`src/hdl/tksel_pkg.sv`:
```
package tksel_pkg;

    // Fixed field widths
    localparam int DATA_W       = 32;
    localparam int CAP_W        = 5;
    localparam int COUNT_OUT_W  = 5;
    localparam int MAX_KEPT_DEF = 16;

    // Register reset values
    localparam logic [CAP_W-1:0] CAP_RESET  = 5'd16;
    localparam logic             MODE_RESET = 1'b0;

    // Input operation codes
    localparam logic OP_PUSH = 1'b0;
    localparam logic OP_POP  = 1'b1;

    // Register select, taken from paddr[2]
    localparam logic REG_CAPACITY = 1'b0;
    localparam logic REG_MODE     = 1'b1;

    // What every cell does on a transfer
    typedef enum logic [1:0] {
        CELL_HOLD,
        CELL_POP,
        CELL_INSERT,
        CELL_EVICT
    } t_cell_op;

    typedef struct packed {
        t_cell_op op;
        logic     keep_largest;
    } t_cell_ctrl;

    // True if a ranks strictly worse than b in the current mode
    function automatic logic worse(input logic signed [DATA_W-1:0] a,
                                   input logic signed [DATA_W-1:0] b,
                                   input logic                     keep_largest);
        logic r;
        r = keep_largest ? (a < b) : (b < a);
        return r;
    endfunction

endpackage

```
`src/hdl/tksel_cell.sv`:
```
module tksel_cell #(
    parameter int IDX = 0,
    parameter int CW  = 5
) (
    input  logic                                  i_clk,
    input  tksel_pkg::t_cell_ctrl                 i_ctrl,
    input  logic [CW-1:0]                         i_count,
    input  logic signed [tksel_pkg::DATA_W-1:0]   i_value,
    input  logic                                  i_lo_worse,
    input  logic signed [tksel_pkg::DATA_W-1:0]   i_lo_value,
    input  logic                                  i_hi_worse,
    input  logic signed [tksel_pkg::DATA_W-1:0]   i_hi_value,
    output logic                                  o_worse,
    output logic signed [tksel_pkg::DATA_W-1:0]   o_value,
    output logic signed [tksel_pkg::DATA_W-1:0]   o_next_value
);

    localparam logic IS_FIRST = (IDX == 0);

    logic signed [tksel_pkg::DATA_W-1:0] r_value;
    logic signed [tksel_pkg::DATA_W-1:0] n_value;
    logic                                occupied;

    // Cells are held worst first; cell 0 is the top
    assign occupied = (i_count > CW'(IDX));
    assign o_worse  = occupied &&
                      tksel_pkg::worse(r_value, i_value, i_ctrl.keep_largest);

    // Next value: hold, shift down, or take part in an insert
    always_comb begin
        n_value = r_value;
        case (i_ctrl.op)
            tksel_pkg::CELL_HOLD: begin
                n_value = r_value;
            end
            tksel_pkg::CELL_POP: begin
                n_value = i_hi_value;
            end
            tksel_pkg::CELL_INSERT: begin
                // worse values stay, better ones move up one place
                if (o_worse) begin
                    n_value = r_value;
                end else if (i_lo_worse) begin
                    n_value = i_value;
                end else begin
                    n_value = i_lo_value;
                end
            end
            tksel_pkg::CELL_EVICT: begin
                // top dropped: the chain shifts down, then inserts
                if (i_hi_worse) begin
                    n_value = i_hi_value;
                end else if (IS_FIRST || o_worse) begin
                    n_value = i_value;
                end else begin
                    n_value = r_value;
                end
            end
            default: begin
                n_value = r_value;
            end
        endcase
    end

    always_ff @(posedge i_clk) begin
        r_value <= n_value;
    end

    assign o_value      = r_value;
    assign o_next_value = n_value;

endmodule

```
`src/hdl/bounded_top_k_selector_core.sv`:
```
// Bounded top-K selector.
// Input channel (i_in_valid / o_in_ready) carries an op and a signed value:
// op push offers the value, op pop removes the worst kept value (the top).
// Output channel (o_out_valid / i_out_ready) returns one result per input
// transfer: the top value, whether a push was kept, the count held after
// the operation and an error flag for a pop on an empty store.
// Throughput is one item per cycle while the receiver takes results; the
// result appears in the cycle after the input transfer. The rate is set
// by the chain of cells: each cell holds one kept value, compares it with
// the incoming value and takes its own, its neighbour's or the new value.
// The output register lets a new item in whenever the held result is being
// taken; while the receiver stalls, o_in_ready drops and the result holds.
// Reset (synchronous, active low) empties the store, sets capacity to 16
// and selects the keep-smallest mode. Stored values need no clearing.
// The APB port sets capacity (0x0) and mode (0x4); writes are taken only
// while the store is empty.
module bounded_top_k_selector_core #(
    parameter int MAX_KEPT = tksel_pkg::MAX_KEPT_DEF
) (
    input  logic                                  i_clk,
    input  logic                                  i_rst_n,
    // input channel
    input  logic                                  i_in_valid,
    output logic                                  o_in_ready,
    input  logic                                  i_op,
    input  logic signed [tksel_pkg::DATA_W-1:0]   i_value,
    // output channel
    output logic                                  o_out_valid,
    input  logic                                  i_out_ready,
    output logic signed [tksel_pkg::DATA_W-1:0]   o_result_value,
    output logic                                  o_accepted,
    output logic [tksel_pkg::COUNT_OUT_W-1:0]     o_count,
    output logic                                  o_empty_error,
    // configuration port
    input  logic                                  psel,
    input  logic                                  penable,
    input  logic                                  pwrite,
    input  logic [2:0]                            paddr,
    input  logic [31:0]                           pwdata,
    output logic [31:0]                           prdata,
    output logic                                  pready
);

    localparam int CW = $clog2(MAX_KEPT + 1);
    localparam int EW = (CW > tksel_pkg::CAP_W) ? CW : tksel_pkg::CAP_W;

    logic                                r_out_valid;
    logic signed [tksel_pkg::DATA_W-1:0] r_result_value;
    logic                                r_accepted;
    logic [tksel_pkg::COUNT_OUT_W-1:0]   r_count_out;
    logic                                r_empty_error;
    logic [CW-1:0]                       r_count;
    logic [CW-1:0]                       n_count;
    logic [tksel_pkg::CAP_W-1:0]         r_cap;
    logic                                r_mode;

    logic                                xfer;
    logic                                cfg_wr;
    logic [EW-1:0]                       cap_ext;
    logic [EW-1:0]                       cap_clamped;
    logic [CW-1:0]                       eff_cap;
    logic                                full;
    logic                                reject;
    logic                                n_accepted;
    logic                                n_empty_error;
    logic signed [tksel_pkg::DATA_W-1:0] n_result_value;
    logic [EW-1:0]                       count_ext;
    tksel_pkg::t_cell_ctrl               ctrl;

    logic signed [tksel_pkg::DATA_W-1:0] cell_value [0:MAX_KEPT];
    logic signed [tksel_pkg::DATA_W-1:0] cell_next  [0:MAX_KEPT-1];
    logic                                cell_worse [0:MAX_KEPT];

    assign xfer       = i_in_valid && o_in_ready;
    assign o_in_ready = !r_out_valid || i_out_ready;

    // Effective capacity, clamped to 1..MAX_KEPT
    assign cap_ext = EW'(r_cap);
    always_comb begin
        if (cap_ext == '0) begin
            cap_clamped = EW'(1);
        end else if (cap_ext > EW'(MAX_KEPT)) begin
            cap_clamped = EW'(MAX_KEPT);
        end else begin
            cap_clamped = cap_ext;
        end
    end
    assign eff_cap = cap_clamped[CW-1:0];

    assign full   = (r_count >= eff_cap);
    assign reject = full && tksel_pkg::worse(i_value, cell_value[0], r_mode);

    // Operation decode for the cell chain and the result fields
    always_comb begin
        ctrl.keep_largest = r_mode;
        ctrl.op           = tksel_pkg::CELL_HOLD;
        n_count           = r_count;
        n_accepted        = 1'b0;
        n_empty_error     = 1'b0;
        n_result_value    = cell_next[0];
        if (xfer) begin
            if (i_op == tksel_pkg::OP_POP) begin
                if (r_count == '0) begin
                    n_empty_error  = 1'b1;
                    n_result_value = '0;
                end else begin
                    ctrl.op        = tksel_pkg::CELL_POP;
                    n_count        = r_count - 1'b1;
                    n_result_value = cell_value[0];
                end
            end else if (!reject) begin
                n_accepted = 1'b1;
                if (full) begin
                    ctrl.op = tksel_pkg::CELL_EVICT;
                end else begin
                    ctrl.op = tksel_pkg::CELL_INSERT;
                    n_count = r_count + 1'b1;
                end
            end
        end
    end

    // Chain of cells, worst value at cell 0
    assign cell_value[MAX_KEPT] = '0;
    assign cell_worse[MAX_KEPT] = 1'b0;

    genvar j;
    generate
        for (j = 0; j < MAX_KEPT; j++) begin : g_cell
            logic                                lo_worse;
            logic signed [tksel_pkg::DATA_W-1:0] lo_value;
            if (j == 0) begin : g_first
                assign lo_worse = 1'b1;
                assign lo_value = i_value;
            end else begin : g_rest
                assign lo_worse = cell_worse[j-1];
                assign lo_value = cell_value[j-1];
            end
            tksel_cell #(
                .IDX (j),
                .CW  (CW)
            ) u_cell (
                .i_clk        (i_clk),
                .i_ctrl       (ctrl),
                .i_count      (r_count),
                .i_value      (i_value),
                .i_lo_worse   (lo_worse),
                .i_lo_value   (lo_value),
                .i_hi_worse   (cell_worse[j+1]),
                .i_hi_value   (cell_value[j+1]),
                .o_worse      (cell_worse[j]),
                .o_value      (cell_value[j]),
                .o_next_value (cell_next[j])
            );
        end
    endgenerate

    // Count and configuration registers
    assign cfg_wr = psel && penable && pwrite && pready;

    always_ff @(posedge i_clk) begin
        if (!i_rst_n) begin
            r_count <= '0;
            r_cap   <= tksel_pkg::CAP_RESET;
            r_mode  <= tksel_pkg::MODE_RESET;
        end else begin
            r_count <= n_count;
            if (cfg_wr && (r_count == '0)) begin
                if (paddr[2] == tksel_pkg::REG_CAPACITY) begin
                    r_cap <= pwdata[tksel_pkg::CAP_W-1:0];
                end else begin
                    r_mode <= pwdata[0];
                end
            end
        end
    end

    assign pready = 1'b1;
    always_comb begin
        if (paddr[2] == tksel_pkg::REG_MODE) begin
            prdata = {31'd0, r_mode};
        end else begin
            prdata = {{(32 - tksel_pkg::CAP_W){1'b0}}, r_cap};
        end
    end

    // Output register
    assign count_ext = EW'(n_count);

    always_ff @(posedge i_clk) begin
        if (!i_rst_n) begin
            r_out_valid <= 1'b0;
        end else if (xfer) begin
            r_out_valid <= 1'b1;
        end else if (i_out_ready) begin
            r_out_valid <= 1'b0;
        end
    end

    always_ff @(posedge i_clk) begin
        if (xfer) begin
            r_result_value <= n_result_value;
            r_accepted     <= n_accepted;
            r_count_out    <= count_ext[tksel_pkg::COUNT_OUT_W-1:0];
            r_empty_error  <= n_empty_error;
        end
    end

    assign o_out_valid    = r_out_valid;
    assign o_result_value = r_result_value;
    assign o_accepted     = r_accepted;
    assign o_count        = r_count_out;
    assign o_empty_error  = r_empty_error;

`ifndef SYNTH
    // Never more values held than the effective capacity
    a_count_bound: assert property (@(posedge i_clk) disable iff (!i_rst_n)
        r_count <= eff_cap)
        else $error("held count above capacity");

    // Every input transfer leaves a result in the output register
    a_result_follows: assert property (@(posedge i_clk) disable iff (!i_rst_n)
        xfer |=> o_out_valid)
        else $error("no result after input transfer");

    // An empty-store pop reports nothing held and nothing kept
    a_empty_error: assert property (@(posedge i_clk) disable iff (!i_rst_n)
        (o_out_valid && o_empty_error) |-> (o_count == '0) && !o_accepted)
        else $error("empty error with non-zero count or accept");

    // A push into a store that is not full grows the count by one
    a_push_grows: assert property (@(posedge i_clk) disable iff (!i_rst_n)
        (xfer && (i_op == tksel_pkg::OP_PUSH) && !full)
            |=> (r_count == $past(r_count) + 1'b1))
        else $error("push below capacity did not grow the count");
`endif

endmodule

```
`config.mk`:
```
export PLATFORM = sky130hd
export DESIGN_NAME = bounded_top_k_selector_core
export DESIGN_NICKNAME = d
export VERILOG_FILES = /design/src/hdl/tksel_pkg.sv /design/src/hdl/tksel_cell.sv /design/src/hdl/bounded_top_k_selector_core.sv
export SDC_FILE = /design/constraint.sdc
export NUM_CORES = 2
export LEC_CHECK = 0
export BUFFER_PORTS_ARGS = -buffer_cell sky130_fd_sc_hd__buf_2
export CORE_AREA = 2 2 351 353
export DETAILED_ROUTE_END_ITERATION = 12
export DIE_AREA = 0 0 353 355
export PLACE_DENSITY = 0.55
export SLEW_MARGIN = 20
export SYNTH_ARGS = -nofsm -noshare
export SYNTH_HDL_FRONTEND = slang
export SYNTH_SLANG_ARGS = --single-unit
```
`constraint.sdc`:
```
create_clock -name i_clk -period 25.3 [get_ports i_clk]
set_input_delay 1.265 -clock i_clk [delete_from_list [all_inputs] [get_ports i_clk]]
set_output_delay 1.265 -clock i_clk [all_outputs]
set_load 0.01 [all_outputs]
```
# Word-level counts from Yosys, hierarchy flattened
# Cells that the tools add are included.
dict set report totals {
  regBits 563
  in_bits 75
  out_inout_bits 74
  wordCells 199
}
dict set report op_classes {
  n_addsub 2
  order_cmp 50
  eq_ne 5
  mux 85
  bitwise_logic 2
  n_reduce_logical 31
}
# operator n
set ops {}
lappend ops {{$pmux 32 s3} 15}
lappend ops {{$mux 32} 35}
lappend ops {{$lt 32x32->1} 32}
lappend ops {{$pmux 32 s4} 1}
lappend ops {{$gt 5x4->1 const B} 8}
lappend ops {{$mux 5} 8}
lappend ops {{$mux 1} 23}
lappend ops {{$logic_and 1x1->1} 21}
lappend ops {{$gt 5x3->1 const B} 4}
lappend ops {{$gt 5x1->1 const B} 2}
lappend ops {{$gt 5x2->1 const B} 2}
lappend ops {{$logic_not 5->1} 2}
lappend ops {{$reduce_and 2->1} 4}
lappend ops {{$mux 2} 3}
lappend ops {{$add 5x1->5 const B} 1}
lappend ops {{$ge 5x5->1} 1}
lappend ops {{$gt 5x5->1 const B} 1}
lappend ops {{$sub 5x1->5 const B} 1}
lappend ops {{$eq 2x2->1 const B} 2}
lappend ops {{$eq 2x1->1 const B} 1}
lappend ops {{$logic_not 2->1} 1}
lappend ops {{$ne 2x1->1 const B} 1}
lappend ops {{$ne 2x2->1 const B} 1}
lappend ops {{$not 1->1} 2}
lappend ops {{other kinds (3)} 3}

# Depth between registers and ports, before layout
dict set report depth {
  ltp_word 11
  depth_mapped 17
  ltp_nobuf 14
}

# Cells and area by module
# From an unflattened synthesis, not the netlist that was laid out.
dict set report unflattened {
  hier_cells 8035
  area_unflattened_um2 61916.9
}
# mod instances cells_per_inst area_per_inst_um2 seq_area_each_um2
set by_module_without_submodules {}
lappend by_module_without_submodules {{tksel_cell at g_cell[10].u_cell ...} 3 485 3647.2 640.6}
lappend by_module_without_submodules {{tksel_cell at g_cell[13].u_cell ...} 2 484 3641.0 640.6}
lappend by_module_without_submodules {{tksel_cell at g_cell[11].u_cell ...} 2 484 3639.7 640.6}
lappend by_module_without_submodules {{tksel_cell at g_cell[5].u_cell} 1 492 3891.2 640.6}
lappend by_module_without_submodules {{tksel_cell at g_cell[6].u_cell} 1 492 3886.2 640.6}
lappend by_module_without_submodules {{tksel_cell at g_cell[9].u_cell} 1 498 3871.2 640.6}
lappend by_module_without_submodules {{tksel_cell at g_cell[8].u_cell} 1 496 3831.2 640.6}
lappend by_module_without_submodules {{tksel_cell at g_cell[2].u_cell} 1 484 3651.0 640.6}
lappend by_module_without_submodules {{tksel_cell at g_cell[14].u_cell} 1 484 3643.5 640.6}
lappend by_module_without_submodules {{tksel_cell at g_cell[7].u_cell} 1 492 3609.7 640.6}
lappend by_module_without_submodules {bounded_top_k_selector_core 1 363 3502.1 1411.4}
lappend by_module_without_submodules {{tksel_cell at g_cell[15].u_cell} 1 449 3453.3 640.6}
lappend by_module_without_submodules {{tksel_cell at g_cell[0].u_cell} 1 394 3074.2 640.6}

# Worst setup path before layout
# Ideal clock, no wire load.
dict set report synth_timing {
  path_type {in2reg}
  from {input i_value[15] (netlist name)}
  to {register g_cell[15].u_cell.r_value, in the netlist g_cell[15].u_cell.o_value[0] (enable)}
  setup_ns 0.392
  t_arrival_ns 14.349
  required_ns 24.908
  setup_slack_ns 10.559
  stages 12
  n_path_buf 1
  cell_sequence {clkbuf_1 inv_1 ha_1 nand4_1 nor4_1 a21boi_0 o32ai_1 a21oi_1 mux2i_1 nand2b_1 o21a_1 and2_1}
}
dict set report synth_between {
  elab_chain_len 9
  word_cells_on_any_way 16
  cone_classes {order compare: 4; eq/ne: 2; mux: 5; bitwise: 1; reduce/logical: 4}
}
# element line
set synth_lines {}
lappend synth_lines {{from (decl)} bounded_top_k_selector_core.sv:26} ;# input logic signed [tksel_pkg::DATA_W-1:0] i_value,
lappend synth_lines {{$lt 32x32->1} tksel_pkg.sv:39} ;# r = keep_largest ? (a < b) : (b < a);
lappend synth_lines {{$mux 1} tksel_pkg.sv:39}
lappend synth_lines {{$logic_and 1x1->1} bounded_top_k_selector_core.sv:91} ;# assign reject = full && tksel_pkg::worse(i_value, cell_value[0], r_mode);
lappend synth_lines {{$mux 2} bounded_top_k_selector_core.sv:111} ;# end else if (!reject) begin
lappend synth_lines {{$mux 2} bounded_top_k_selector_core.sv:102} ;# if (i_op == tksel_pkg::OP_POP) begin
lappend synth_lines {{$mux 2} bounded_top_k_selector_core.sv:101} ;# if (xfer) begin
lappend synth_lines {{$eq 2x2->1 or $logic_not 2->1 (tied branches)} tksel_cell.sv:32} ;# case (i_ctrl.op)
lappend synth_lines {{$ne 2x1->1 (no source line) or $not 1->1 (tied branches)} --}
lappend synth_lines {{$reduce_and 2->1 (no source line) (*)} --}
lappend synth_lines {{to (signal assigned)} tksel_cell.sv:66} ;# r_value <= n_value;
lappend synth_lines {{to (decl)} tksel_cell.sv:20} ;# logic signed [tksel_pkg::DATA_W-1:0] r_value;
# Mark *: on every way between the ends. The rest lies on a longest branch, timed or not.
# A chain may end at the register's enable or synchronous reset.

# Worst setup path in the final report
dict set report layout_timing {
  from {input i_value[15] (netlist name)}
  to {register g_cell[6].u_cell.r_value, in the netlist g_cell[6].u_cell.o_value[12] (enable)}
}
dict set report layout_between {
  elab_chain_len 7
  word_cells_on_any_way 8
  cone_classes {order compare: 2; mux: 4; reduce/logical: 2}
}
# element line
set layout_lines {}
lappend layout_lines {{$lt 32x32->1} tksel_pkg.sv:39}
lappend layout_lines {{$mux 1 (*)} tksel_pkg.sv:39}
lappend layout_lines {{$logic_and 1x1->1 (*)} bounded_top_k_selector_core.sv:91}
lappend layout_lines {{$mux 2 (*)} bounded_top_k_selector_core.sv:111}
lappend layout_lines {{$mux 2 (*)} bounded_top_k_selector_core.sv:102}
lappend layout_lines {{$mux 2 (*)} bounded_top_k_selector_core.sv:101}
lappend layout_lines {{$logic_not 2->1 (*)} tksel_cell.sv:32}
lappend layout_lines {{to (signal assigned)} tksel_cell.sv:66}
lappend layout_lines {{to (decl)} tksel_cell.sv:20}
# Marked as above.

==> metrics.yaml <==
outcome: "finished, final reports clean"
cts_made_buffers: 74
die_w_um: 353
synth_top_area_share_pct: 32.29
finClkSkew_ns: 0.02324
syn_avg_cell_area_um2: 9.574
synth_edf_count: 519
grtUsageTotal_pct: 23.93
synthArstFlopShare_pct: 0
finalCritPeriodShare_pct: 29.95
finalSetupViolCount: 0
initial_utilization_pct: 39.75
drt-met1-wl_mm: 71.71
hpwl_mm: 113.3
period_needed_ns: 7.577
met2WireLength_mm: 71.46
ys_types: 74
port_buffers: 91
crit_arrival_ns: 7.85
ys_seq_elements: 563
seq_area_frac_synth_pct: 34.12
drt-total-wl_mm: 155.0
fin_tns_setup_ns: 0
fin_nets: 5540
final_core_util_pct: 43.45
clk_latency_ns: 0.66
path_class: "primary input to flip-flop"
coreArea_mm2: 0.1214
pin_count: 149
ctsResizeCount: 0
clock_sinks: 563
maxCapViolations: 0
cts_hold_buf: 0
slew_headroom_pct: 23.82
rsz0062_at_grt: "no"
cts_tree: "done"
yosysWarnings: 0
wl_per_cell_um: 23.39
multi_input_area_mm2: 0.02958
yosysTopAreaCell: "edfxtp_1"
leakagePower_nw: 22.33
dr_wl_met3_mm: 7.224
endpoint_kind: "flip-flop"
vias: 40589
syn_area_mm2: 0.04826
clockBufferDepth: 3
ys.flop_type: "edfxtp_1"
area_growth_syn_to_layout_pct: 9.302
min_path_type: "flip-flop to flip-flop"
die_area_mm2: 0.1253
remaining_drc_errors: 0
postRouteAntennaNets: 0
drive_gt1_share_pct: 10.88
power_w: 0.003514
nFillCells: 11756
rows: 128
overflow: 0
drt_iter0_drc: 3167
htree_levels: 3
fp.dieH_um: 355
antenna_found_initial: 7
start_kind: "primary input"
grt_pass1_vias: 39440
synth_area_leaders: "edfxtp_1 (32%), ha_1 (14%), mux2i_1 (7.9%), a21oi_1 (3.6%), mux2_2 (3.5%)"
path_clk_slew_ns: 0.06
register_area_mm2: 0.01647
cp_max_fo: 74
top_layer: "met4"
worstMarginPinSlew_ns: 1.143
grt_pass1_wl_mm: 239.0
ir_drop_mv: 0.05087
postCtsSetupBuffers: 0
via_per_inst: 6.124
power_density_mw_per_mm2: 66.61
post-place-ws_ns: 16.90
grt_max_degree: 168
hold_viol_final: 0
cts_root_buffer: "clkbuf_16"
drv_slew: 0
fmax_mhz: 132.0
netlist_instances: 5041
drtPass1Iterations: 6
crit_required_ns: 25.57
globalplace.congestion: 0.8782
worst_slack_ns: 17.72
[registers in the layout (all words and copies together), names as in the netlist, 5 cells and up]
register,cells
o_count,5
r_count,5
g_cell.u_cell.o_value,512
cap_ext,5
o_result_value,32
[Yosys cell counts (7+ instances only)]
cell	instances
ha_1	522
edfxtp_1	519
nand2_1	390
mux2i_1	379
a21oi_1	349
clkbuf_1	334
nor2_1	282
o21ai_0	218
inv_1	203
o211ai_1	165
mux2_2	148
a221o_1	143
o221ai_1	124
a22oi_1	115
nand4_1	85
a211oi_1	79
nor3_1	74
a21o_1	73
a2111oi_0	70
nand3_1	67
nand2b_1	66
o2bb2ai_1	60
o21a_1	51
a211o_1	49
buf_2	45
o22ai_1	45
dfxtp_1	44
a221oi_1	37
buf_4	31
and2_1	27
nor2b_1	26
a2bb2oi_1	22
buf_1	20
and3_1	19
nor4_1	17
a21bo_2	16
a31oi_1	14
o31ai_1	11
and4_1	8
or3_1	8
a32oi_1	7
[cell families (layout without fill, tap and decap cells)]
logic type / Yosys count / count (layout) / synth area share [%]
AO/OA/AOI/OAI: 1695 / 1695 / 25.17
adder cells (fa/ha/maj): 522 / 522 / 13.53
flip-flops: 563 / 563 / 34.12
other: 2 / 31 / 0.01556
XOR/XNOR: 5 / 5 / 0.09074
buffers and inverters: 637 / 570 / 5.374
AND/OR/NAND/NOR: 1090 / 1090 / 10.38
multiplexers: 527 / 527 / 11.31
[cell usage in the layout (no fill, tap or decap), types with 14 or more instances in the layout]
cell	count
nor4_1	15
dfxtp_1	43
a22oi_1	115
o22ai_1	44
a211o_1	48
a221oi_1	37
nor2b_1	26
a2111oi_0	69
clkinv_1	17
buf_4	139
ha_1	522
a21o_1	71
and2_1	30
o21ai_0	217
nor3_1	71
nand2_1	386
clkbuf_1	22
a21bo_2	16
edfxtp_1	519
nand2b_1	66
nand4_1	85
o221ai_1	124
o211ai_1	165
o21a_1	49
and3_1	18
clkbuf_16	81
a2bb2oi_1	22
a31oi_1	14
a221o_1	143
o2bb2ai_1	59
a211oi_1	79
mux2i_1	371
nor2_1	277
mux2_2	147
nand3_1	65
inv_1	202
conb_1	28
buf_2	91
a21oi_1	346
[power by group]
group	switching, W	internal (W)
sequential	0.000134	0.00122
combinational	0.000647	0.000464
clock	0.000447	0.000604
[critical path: stages]
cell	delay (ns)
buf_2	0.08
buf_4	0.30
inv_1	0.12
ha_1	0.34
nand4_1	0.19
nor4_1	0.60
a21boi_0	0.44
o32ai_1	0.14
a21oi_1	0.41
mux2i_1	0.74
nand2b_1	0.23
o21a_4	0.60
buf_4	0.62
buf_4	0.70
buf_4	0.92
[per-stage QoR]
stage / std cells / area, µm² / hold slack, ns
2_1_floorplan: 5067 / 48360 / 0.4809
3_3_place_gp: 6491 / 50390 / 0.5060
3_5_place_dp: 6491 / 50400 / 0.5040
4_1_cts: 6624 / 52710 / 0.5207
5_1_grt: 6628 / 52750 / 0.5612
6_report: 6628 / 52750 / 0.5206
[final timing paths]
kind	startpoint	endpoint	slack, ns	cells after the start
setup / recovery	i_value[15]	g_cell[6].u_cell.o_value[12]	17.72	15
hold / removal	g_cell[0].u_cell.o_value[0]	g_cell[0].u_cell.o_value[0]	0.52	1
setup reg to reg	g_cell[0].u_cell.o_value[14]	g_cell[6].u_cell.o_value[12]	18.55	12
hold reg to reg	g_cell[0].u_cell.o_value[0]	g_cell[0].u_cell.o_value[0]	0.52	1
[cell type report]
cell class	instances	share of cell area, %
clock buffers	108	4.130
well taps	1625	3.854
inverters	203	1.445
repair buffers	234	3.008
multi-input cells	3867	56.08
diodes	3	0.01423
flip-flops and latches	563	31.22
clock inverters	25	0.2514
[per-layer routing]
layer  global-route usage (%)  up-vias
li1                         -    19599
met1                    33.08    19611
met2                    39.12     1165
met3                    2.697      214
met4                    7.515        0
met5                        0        -
No activity file was read; power rests on OpenSTA's default activity.
